===== config.mk =====
export PLATFORM = sky130hd
export DESIGN_NAME = ordered_list_append_delete_top
export DESIGN_NICKNAME = d
export VERILOG_FILES = /design/src/hw/rtl/olad_pkg.sv /design/src/hw/rtl/ordered_list_append_delete_top.sv
export SDC_FILE = /design/constraint.sdc
export NUM_CORES = 1
export LEC_CHECK = 0
export BUFFER_PORTS_ARGS = -buffer_cell sky130_fd_sc_hd__buf_4
export CORE_MARGIN = 4
export CORE_UTILIZATION = 40
export DETAILED_ROUTE_END_ITERATION = 8
export GPL_TIMING_DRIVEN = 1
export PLACE_DENSITY = 0.64
export SYNTH_ARGS = -nofsm -noshare
export SYNTH_HDL_FRONTEND = slang
export SYNTH_SLANG_ARGS = --single-unit

===== constraint.sdc =====
create_clock -name i_clk -period 7.4 [get_ports i_clk]
set_input_delay 2.22 -clock i_clk [delete_from_list [all_inputs] [get_ports i_clk]]
set_output_delay 2.22 -clock i_clk [all_outputs]
set_load 0.03 [all_outputs]

===== src/hw/rtl/olad_pkg.sv =====
// Package with the word types, action and status codes, and sequencer states of the ordered list.
package olad_pkg;

    typedef enum logic [1:0] {
        ACT_INSERT  = 2'd0,
        ACT_DELETE  = 2'd1,
        ACT_DISPLAY = 2'd2
    } t_action;

    typedef enum logic [2:0] {
        ST_INSERTED = 3'd0,
        ST_DELETED  = 3'd1,
        ST_NOTFOUND = 3'd2,
        ST_FULL     = 3'd3,
        ST_ENTRY    = 3'd4,
        ST_EMPTY    = 3'd5
    } t_status;

    typedef enum logic [2:0] {
        S_IDLE,
        S_INSERT,
        S_SCAN,
        S_SHIFT,
        S_FINISH,
        S_DISP
    } t_state;

    typedef struct packed {
        logic [1:0]         action;
        logic signed [31:0] value;
    } t_in_word;

    typedef struct packed {
        logic [2:0]         status;
        logic signed [31:0] entry_value;
        logic               last;
    } t_out_word;

endpackage


===== src/hw/rtl/ordered_list_append_delete_top.sv =====
// Top level of the ordered list: entry memory, read-modify-write sequencer and output register.
//
// This block keeps up to LIST_DEPTH signed 32-bit values in insertion order in one
// synchronous memory with a single registered read port and one write port. An insert
// word appends at the tail (status inserted) or, when the list is full, is dropped with
// status full. A delete word scans from the head, removes the first equal entry and moves
// every later entry one place toward the head (status deleted), or reports not found.
// A display word returns every entry from head to tail with status entry, the last one
// marked; an empty list returns one word with status empty and value zero. Action code 3
// is ignored and returns nothing. Every request returns at least one word except that one,
// and the final word of a request has last set. One request is handled at a time: the
// input is ready only while the sequencer is idle, but a finished word may still sit in
// the output register while the next request is taken. A delete streams the entries
// through the single memory read port one entry per cycle, first through the compare and
// then through the shift that closes the gap; display also reads one entry per cycle
// through that port while the output is not stalled. A stalled output pauses display and
// replays the pending read.
module ordered_list_append_delete_top #(
    parameter int LIST_DEPTH = 16
) (
    input  logic                i_clk,
    input  logic                i_rst_n,
    input  logic                i_valid,
    output logic                o_ready,
    input  olad_pkg::t_in_word  i_data,
    output logic                o_valid,
    input  logic                i_ready,
    output olad_pkg::t_out_word o_data
);
    import olad_pkg::*;

    // Index width for the memory, and count width that can hold LIST_DEPTH itself.
    localparam int AW = $clog2(LIST_DEPTH);
    localparam int CW = $clog2(LIST_DEPTH + 1);

    logic signed [31:0] mem [LIST_DEPTH];

    t_state             r_state, n_state;
    logic [CW-1:0]      r_count, n_count;
    logic [CW-1:0]      r_ra, n_ra;
    logic               r_pv, n_pv;
    logic [AW-1:0]      r_pi, n_pi;
    logic signed [31:0] r_value, n_value;
    t_status            r_res_status, n_res_status;
    logic               r_ov, n_ov;
    t_out_word          r_out, n_out;
    logic signed [31:0] r_rdata;

    logic               rd_en;
    logic [AW-1:0]      rd_addr;
    logic               wr_en;
    logic [AW-1:0]      wr_addr;
    logic signed [31:0] wr_data;
    logic               out_free;
    logic [CW-1:0]      iss_addr;

    // Entry memory. Reads always run ahead of writes during the shift, so the write
    // address is always below the read address and no forwarding is needed.
    always_ff @(posedge i_clk) begin
        if (wr_en) begin
            mem[wr_addr] <= wr_data;
        end
        if (rd_en) begin
            r_rdata <= mem[rd_addr];
        end
    end

    always_ff @(posedge i_clk) begin
        if (!i_rst_n) begin
            r_state <= S_IDLE;
            r_count <= '0;
            r_pv    <= 1'b0;
            r_ov    <= 1'b0;
        end else begin
            r_state <= n_state;
            r_count <= n_count;
            r_pv    <= n_pv;
            r_ov    <= n_ov;
        end
    end

    always_ff @(posedge i_clk) begin
        r_ra         <= n_ra;
        r_pi         <= n_pi;
        r_value      <= n_value;
        r_res_status <= n_res_status;
        r_out        <= n_out;
    end

    always_comb begin
        n_state      = r_state;
        n_count      = r_count;
        n_ra         = r_ra;
        n_pv         = 1'b0;
        n_pi         = r_pi;
        n_value      = r_value;
        n_res_status = r_res_status;
        out_free     = !r_ov || i_ready;
        n_ov         = r_ov && !i_ready;
        n_out        = r_out;
        rd_en        = 1'b0;
        rd_addr      = r_ra[AW-1:0];
        wr_en        = 1'b0;
        wr_addr      = r_count[AW-1:0];
        wr_data      = r_value;
        iss_addr     = r_ra;
        o_ready      = (r_state == S_IDLE);

        case (r_state)
            S_IDLE: begin
                if (i_valid) begin
                    n_ra    = '0;
                    n_value = i_data.value;
                    case (i_data.action)
                        ACT_INSERT:  n_state = S_INSERT;
                        ACT_DELETE:  n_state = S_SCAN;
                        ACT_DISPLAY: n_state = S_DISP;
                        default:     n_state = S_IDLE;
                    endcase
                end
            end

            S_INSERT: begin
                if (out_free) begin
                    if (r_count == CW'(LIST_DEPTH)) begin
                        n_out.status = ST_FULL;
                    end else begin
                        wr_en        = 1'b1;
                        n_count      = r_count + 1'b1;
                        n_out.status = ST_INSERTED;
                    end
                    n_out.entry_value = r_value;
                    n_out.last        = 1'b1;
                    n_ov              = 1'b1;
                    n_state           = S_IDLE;
                end
            end

            S_SCAN, S_SHIFT: begin
                // Stream one read per cycle over the valid entries.
                if (r_ra < r_count) begin
                    rd_en   = 1'b1;
                    n_ra    = r_ra + 1'b1;
                    n_pv    = 1'b1;
                    n_pi    = r_ra[AW-1:0];
                end
                if (r_state == S_SCAN) begin
                    if (r_pv && (r_rdata == r_value)) begin
                        n_state = S_SHIFT;
                    end else if (!r_pv && (r_ra >= r_count)) begin
                        n_res_status = ST_NOTFOUND;
                        n_state      = S_FINISH;
                    end
                end else begin
                    // Each entry after the match moves one place toward the head.
                    if (r_pv) begin
                        wr_en   = 1'b1;
                        wr_addr = r_pi - 1'b1;
                        wr_data = r_rdata;
                    end else if (r_ra >= r_count) begin
                        n_count      = r_count - 1'b1;
                        n_res_status = ST_DELETED;
                        n_state      = S_FINISH;
                    end
                end
            end

            S_FINISH: begin
                if (out_free) begin
                    n_out.status      = r_res_status;
                    n_out.entry_value = r_value;
                    n_out.last        = 1'b1;
                    n_ov              = 1'b1;
                    n_state           = S_IDLE;
                end
            end

            S_DISP: begin
                if (r_count == '0) begin
                    if (out_free) begin
                        n_out.status      = ST_EMPTY;
                        n_out.entry_value = '0;
                        n_out.last        = 1'b1;
                        n_ov              = 1'b1;
                        n_state           = S_IDLE;
                    end
                end else begin
                    // On a stalled output the pending entry is read again.
                    iss_addr = (r_pv && !out_free) ? CW'(r_pi) : r_ra;
                    if (iss_addr < r_count) begin
                        rd_en   = 1'b1;
                        rd_addr = iss_addr[AW-1:0];
                        n_ra    = iss_addr + 1'b1;
                        n_pv    = 1'b1;
                        n_pi    = iss_addr[AW-1:0];
                    end
                    if (r_pv && out_free) begin
                        n_out.status      = ST_ENTRY;
                        n_out.entry_value = r_rdata;
                        n_out.last        = ((CW'(r_pi) + 1'b1) == r_count);
                        n_ov              = 1'b1;
                        if ((CW'(r_pi) + 1'b1) == r_count) begin
                            n_state = S_IDLE;
                        end
                    end
                end
            end

            default: begin
                n_state = S_IDLE;
            end
        endcase
    end

    assign o_valid = r_ov;
    assign o_data  = r_out;

`ifndef SYNTHESIS
    // The fill count never passes the capacity.
    a_count_bound: assert property (@(posedge i_clk) disable iff (!i_rst_n)
        r_count <= CW'(LIST_DEPTH))
        else $error("entry count exceeds list depth");

    // A write never lands on the entry being read in the same cycle.
    a_no_rw_clash: assert property (@(posedge i_clk) disable iff (!i_rst_n)
        (wr_en && rd_en) |-> (wr_addr != rd_addr))
        else $error("memory write and read hit the same entry");

    // During the shift, the returned entry always lies after the head.
    a_shift_index: assert property (@(posedge i_clk) disable iff (!i_rst_n)
        (r_state == S_SHIFT && r_pv) |-> (r_pi != '0))
        else $error("shift returned the head entry");

    // A delete that completes removes exactly one entry.
    a_delete_count: assert property (@(posedge i_clk) disable iff (!i_rst_n)
        (r_state == S_SHIFT && n_state == S_FINISH) |=> (r_count == $past(r_count) - 1'b1))
        else $error("delete did not reduce the count by one");
`endif

endmodule


* Word-level counts from Yosys, hierarchy flattened
Memory sizes are Yosys's and may differ from the RTL's. A register that Yosys moved wholly into a read port is not among the register bits.
Cells that the tools add are included.
** Word-level totals
- Memories :: 1
- Output and inout port bits :: 38
- Memory bits (read-only) :: 0
- Latch bits :: 0
- Flip-flop bits (word level) :: 90
- Logic and storage cells :: 141
- RAM bits :: 512
- Bits of input ports :: 38
** Memories
- mem :: words 16, width 32, read ports 1, clocked after Yosys merged registers in 1, write ports 1, RTL line ordered_list_append_delete_top.sv:36 : logic signed [31:0] mem [LIST_DEPTH];
** Cells by class
- Order comparisons :: 3
- Div/mod/pow operators :: 0
- Bitwise logic cells :: 0
- Shift operators :: 0
- Equal/unequal tests :: 29
- Mux-type cells :: 64
- Add/subtract/negate cells :: 6
- Multiply operators :: 0
- Reduce and logical (&&, ||, !) cells :: 27
** Operators with widths (count)
- 2-to-1 mux 36 bit :: 5
- case mux 36 bit (3 select lines) :: 1
- 2-to-1 mux 32 bit :: 3
- 2-to-1 mux 5 bit :: 10
- 2-to-1 mux 3 bit :: 15
- 2-to-1 mux 4 bit :: 9
- == test 32 bit :: 1
- != test 2 bit (second input constant) :: 11
- adder 5 x 1 -> 5 bit (second input constant) :: 3
- != test 3 bit (second input constant) :: 5
- case mux 5 bit (3 select lines) :: 1
- AND reduction 5 bit :: 3
- 2-to-1 mux 1 bit :: 12
- case mux 3 bit (4 select lines) :: 1
- AND reduction 6 bit :: 2
- less-than comparator 5 bit :: 2
- case mux 5 bit (2 select lines) :: 1
- case mux 3 bit (3 select lines) :: 1
- case mux 4 bit (2 select lines) :: 1
- == test 3 x 2 -> 1 bit (second input constant) :: 2
- == test 3 bit (second input constant) :: 2
- case mux 1 bit (2 select lines) :: 3
- nonzero test 2 bit :: 3
- nonzero test 3 bit :: 2
- 21 further kinds :: 30

* Depth between registers and ports, before layout
- Depth in word-level cells :: 9
- Gate-level depth with buffers :: 14
- Depth with buffers taken out :: 11

* Worst setup path before layout
No wires, ideal clock.
- Path kind :: in2reg
- Start point :: in i_ready
- End point :: reg r_out (netlist bit o_data[0]) (enable)
- Slack :: 2.118 ns
- Stages on the path :: 2
- Path buffers :: 0
- Data required time :: 6.926 ns
- Setup time :: 0.474 ns
- Arrival :: 4.808 ns
- Cell sequence :: nor2b_1 > nor3_1
** On the way
- Longest elaborated chain between the ends :: 4
- Elaborated cells on any way between the ends :: 7
- Classes of those cells :: eq/ne (4); reduce/logical (3)
** RTL lines
- from (decl) :: RTL line ordered_list_append_delete_top.sv:27 : input logic i_ready,
- logical OR 1 bit (*) :: RTL line ordered_list_append_delete_top.sv:98 : out_free = !r_ov || i_ready;
- logical AND 1 bit :: RTL line ordered_list_append_delete_top.sv:197 : if (r_pv && out_free) begin
- != test 3 bit (no line)
- AND reduction 5 bit (no line) (*)
- to (signal assigned) :: RTL line ordered_list_append_delete_top.sv:87 : r_out <= n_out;
- to (decl) :: RTL line ordered_list_append_delete_top.sv:46 : t_out_word r_out, n_out;
Mark *: on every way between the ends. The rest lies on a longest branch, timed or not.
A chain may end at the register's enable or synchronous reset.

* Worst setup path after layout
- Start point :: in i_ready
- End point :: reg r_rdata[13] (read register of mem) (data pin)
** On the way
- Longest elaborated chain between the ends :: 8
- Elaborated cells on any way between the ends :: 11
- Classes of those cells :: order compare (1); mux (7); reduce/logical (3)
** RTL lines
- logical OR 1 bit (*) :: RTL line ordered_list_append_delete_top.sv:98
- zero test 1 bit (*) :: RTL line ordered_list_append_delete_top.sv:189 : iss_addr = (r_pv && !out_free) ? CW'(r_pi) : r_ra;
- logical AND 1 bit (*) :: RTL line ordered_list_append_delete_top.sv:189
- 2-to-1 mux 5 bit (*) :: RTL line ordered_list_append_delete_top.sv:189
- less-than comparator 5 bit :: RTL line ordered_list_append_delete_top.sv:190 : if (iss_addr < r_count) begin
- 2-to-1 mux 1 bit / 2-to-1 mux 4 bit (equally long branches) :: RTL line ordered_list_append_delete_top.sv:190
- 2-to-1 mux 1 bit / 2-to-1 mux 4 bit (equally long branches) :: RTL line ordered_list_append_delete_top.sv:179 : if (r_count == '0) begin
- case mux 1 bit (2 select lines) / 2-to-1 mux 4 bit (equally long branches) :: RTL line ordered_list_append_delete_top.sv:109 : case (r_state)
- to (decl) :: RTL line ordered_list_append_delete_top.sv:47 : logic signed [31:0] r_rdata;
Marked as above.

==> flow_metrics.py <==
metrics = {
    "route": {
        "drc": 0,
        "drtPass1Iterations": 5,
        "post_drt_via_cell_ratio": 5.61,
        "post_drt_wl_per_cell_um": 25.3,
        "via_count": 14600,
        "drt-initial-drc-count": 2073,
        "wirelength_mm": 65.8,
        "antenna_left": 0,
    },
    "outcome": {
        "status": "completed",
    },
    "critical_path": {
        "critPathMaxStageDelay_ns": 0.71,
        "required_ns": 7.73,
        "criticalPathCategory": "primary input to flip-flop",
        "r2r_slack_ns": 2.90,
        "endpoint_kind": "flip-flop",
        "critPathMaxFanout": 21,
        "cp_cell_sequence": "buf_4, nand3b_4, mux2_2, ha_1, nand4_1, o211ai_2, mux2_2, nand2_2, buf_4, o22ai_1, or4_1",
        "arrival_ns": 6.00,
        "crit-reg2reg-launch": "r_pv$_SDFF_PN0_",
        "startpoint": "i_ready",
        "reg2reg_to": "r_rdata[13]$_DFFE_PP_",
        "worstRegToRegCells": 10,
        "cp-start-kind": "primary input",
        "cpMaxStageDelayCell": "nand2_2",
    },
    "sta": {
        "finalHoldViolCount": 0,
        "fmax_mhz": 176,
        "timing.hold.ws_ns": 0.602,
        "fin_setup_tns_ns": 0,
        "relSlewSlack": 0.230,
        "worst_slew_pin_slew_ns": 1.15,
        "clock_skew_ns": 0.0255,
        "rsz0062_at_grt": "false",
        "finalSetupViolCount": 0,
        "worst_slack_ns": 1.73,
        "period_needed_ns": 5.67,
        "maxSlewViolCount": 0,
        "min_period_over_period": 0.766,
    },
    "synthesis": {
        "ys_seq_area_frac": 0.742,
        "synth_fp_nets": 1645,
        "syn_area_per_cell_um2": 16.0,
        "ys.warnings.count": 0,
        "synth_edf_count": 623,
        "synth_top_cell_by_area": "edfxtp_1",
        "yosys.area.top_type_share": 0.734,
        "syn_inst": 1591,
        "synth_cell_types": 55,
        "async_flop_share": 0,
        "synth_top_flop_cell": "edfxtp_1",
        "yosys-top-cells-area": "edfxtp_1 73%, mux2i_1 10%, o22ai_1 3.2%",
        "synth_seq_cells": 633,
        "synth_area_mm2": 0.0255,
    },
    "finish": {
        "nets": 1762,
        "antenna-diode-count": 0,
        "syn_to_final_growth_pct": 16.2,
        "post-route-util": 0.470,
        "drive_gt1_frac": 0.152,
    },
    "min_path": {
        "min_to": "o_data[34]$_DFFE_PP_",
        "hp-class": "flip-flop to flip-flop",
        "hold_depth": 2,
        "hp-start": "r_res_status[1]$_DFFE_PP_",
    },
    "clock_tree": {
        "cts_root_buf": "clkbuf_16",
        "cts_made_buffers": 67,
        "cts_resized": 0,
        "cts_tree": "built",
        "post_cts_buffers": 0,
        "cts_buffer_depth": 3,
        "hold_buffers": 0,
        "htree_levels": 3,
        "clk_pin_slew_worst_paths_ns": 0.06,
        "cts_num_sinks": 633,
        "clk_latency_ns": 0.60,
    },
    "placement": {
        "hpwl_mm": 36.5,
        "place.gp.congestion": 0.828,
        "portBuffers": 75,
        "place_ws_ns": 1.17,
    },
    "power": {
        "peakVddDrop_uv": 184,
        "fin_total_pwr_mw": 11.1,
        "p_clk_frac": 0.299,
        "power_density_mw_per_mm2": 376,
        "combPwrFrac": 0.274,
        "switching_share": 0.319,
        "p_seq_frac": 0.427,
        "power.leakage_nw": 10.6,
        "power_switching_mw": 3.56,
        "internal-power_mw": 7.59,
    },
    "grt": {
        "grt_pass1_vias": 14200,
        "grt-ovfl-total": 0,
        "met3_usage": 0.0364,
        "grt_max_degree": 41,
        "grt_pass1_wl_mm": 95.6,
        "antenna_found_initial": 1,
        "gr-max-usage-layer": "met2",
        "use_met1": 0.286,
        "grt_usage": 0.192,
        "use_met2": 0.295,
    },
    "die": {
        "die_w_um": 260,
        "core_mm2": 0.0631,
        "die_y_um": 260,
        "io_pins": 76,
        "rows": 92,
        "start_util": 0.404,
        "die_area_mm2": 0.0678,
    },
    "run": {
        "max_cap_viol_count": 0,
    },
}
[how the worst max path moves through the flow]
stage | endpoint | slack (ns)
floorplan | o_data[0]$_DFFE_PP_ | 2.12
global placement | r_rdata[26]$_DFFE_PP_ | 1.26
detailed placement | r_rdata[20]$_DFFE_PP_ | 1.17
CTS | r_rdata[20]$_DFFE_PP_ | 1.81
global route | r_rdata[20]$_DFFE_PP_ | 1.64
finish | r_rdata[13]$_DFFE_PP_ | 1.73
[state kept, by name (all words and copies together), names as in the netlist]
name / flops
r_count: 5
r_state: 3
r_pi: 4
r_pv: 1
r_value: 32
o_valid: 1
mem: 512
r_rdata: 32
r_res_status: 2
r_ra: 5
o_data: 36
[final cells by class]
type	instances	area, µm²
Multi-Input combinational cell	864	6330
Tap cell	846	1060
Sequential cell	633	18900
Timing Repair Buffer	126	1070
Clock buffer	80	1770
Clock inverter	39	422
Fill cell	5428	33500
Inverter	16	60.1
[synth_stat cells (5+ instances only)]
library cell    n
a21oi_1         9
o21a_1          5
edfxtp_1      623
dfxtp_1        10
mux2i_1       264
buf_2          35
buf_4           9
mux2_2          6
nand3_1         9
nand2b_1        6
inv_1          13
nand2_1       179
nand4_1         8
nor2_1         38
xnor2_1        30
or4_1          32
ha_1           15
o21ai_0        50
clkbuf_1       31
nor3_1         16
o22ai_1       129
xor2_1         15
[cell usage in the layout, fill, tap and decap left out, types with 3 or more instances in the layout]
cell	n
or4_1	32
edfxtp_1	623
nand4_1	8
bufinv_16	7
a21oi_1	9
clkinv_1	13
a21o_1	3
inv_1	13
nor3_1	15
and3_1	3
nor2_1	21
nand3_1	8
ha_1	15
nand2_1	175
clkbuf_16	69
nand2b_1	6
clkinvlp_4	5
o21a_1	5
xor2_1	15
clkbuf_1	11
buf_12	10
nand2_2	4
mux2i_1	263
nor4_1	4
nor2b_1	4
buf_4	116
o21ai_0	50
mux2_2	6
o22ai_1	129
inv_6	4
a31o_2	3
dfxtp_1	10
clkinv_2	11
xnor2_1	30
nor2_4	17
[power groups by stage]
stage | Sequential, mW | Clock, mW | Combinational (mW)
2_1_floorplan | 4.90 | 0 | 1.86
3_3_place_gp | 4.82 | 0 | 2.98
3_5_place_dp | 4.83 | 0 | 3.04
4_1_cts | 4.76 | 3.39 | 3.05
5_1_grt | 4.78 | 3.55 | 3.26
6_report | 4.76 | 3.33 | 3.05
[worst max-delay path, delay by kind of cell]
kind / cells / cell delay (ns)
and+or+nand+nor: 4 / 1.64
muxes: 2 / 0.78
AOI/OAI and AO/OA: 2 / 0.53
buffers and inverters: 2 / 0.52
adders and majority gates: 1 / 0.30
[kinds of logic after synthesis]
family,synth area share
xor gates and xnor gates,0.0155
adders and majority gates,0.00815
and+or+nand+nor,0.0566
muxes,0.106
DFF,0.742
AOI/OAI and AO/OA,0.0547
buffers and inverters,0.0169
[per-stage QoR]
step,std cells,area (µm²)
5_1_grt,2604,29600
3_3_place_gp,2485,27400
3_5_place_dp,2485,27400
6_report,2604,29600
4_1_cts,2604,29600
2_1_floorplan,1591,25500
[metal layers]
metal / part of all wire / vias to the layer above
met5: 0.00018 / -
met2: 0.45 / 673
met1: 0.44 / 7395
li1: - / 6448
met3: 0.087 / 98
met4: 0.020 / 2
(Power assumes the default switching activity.)
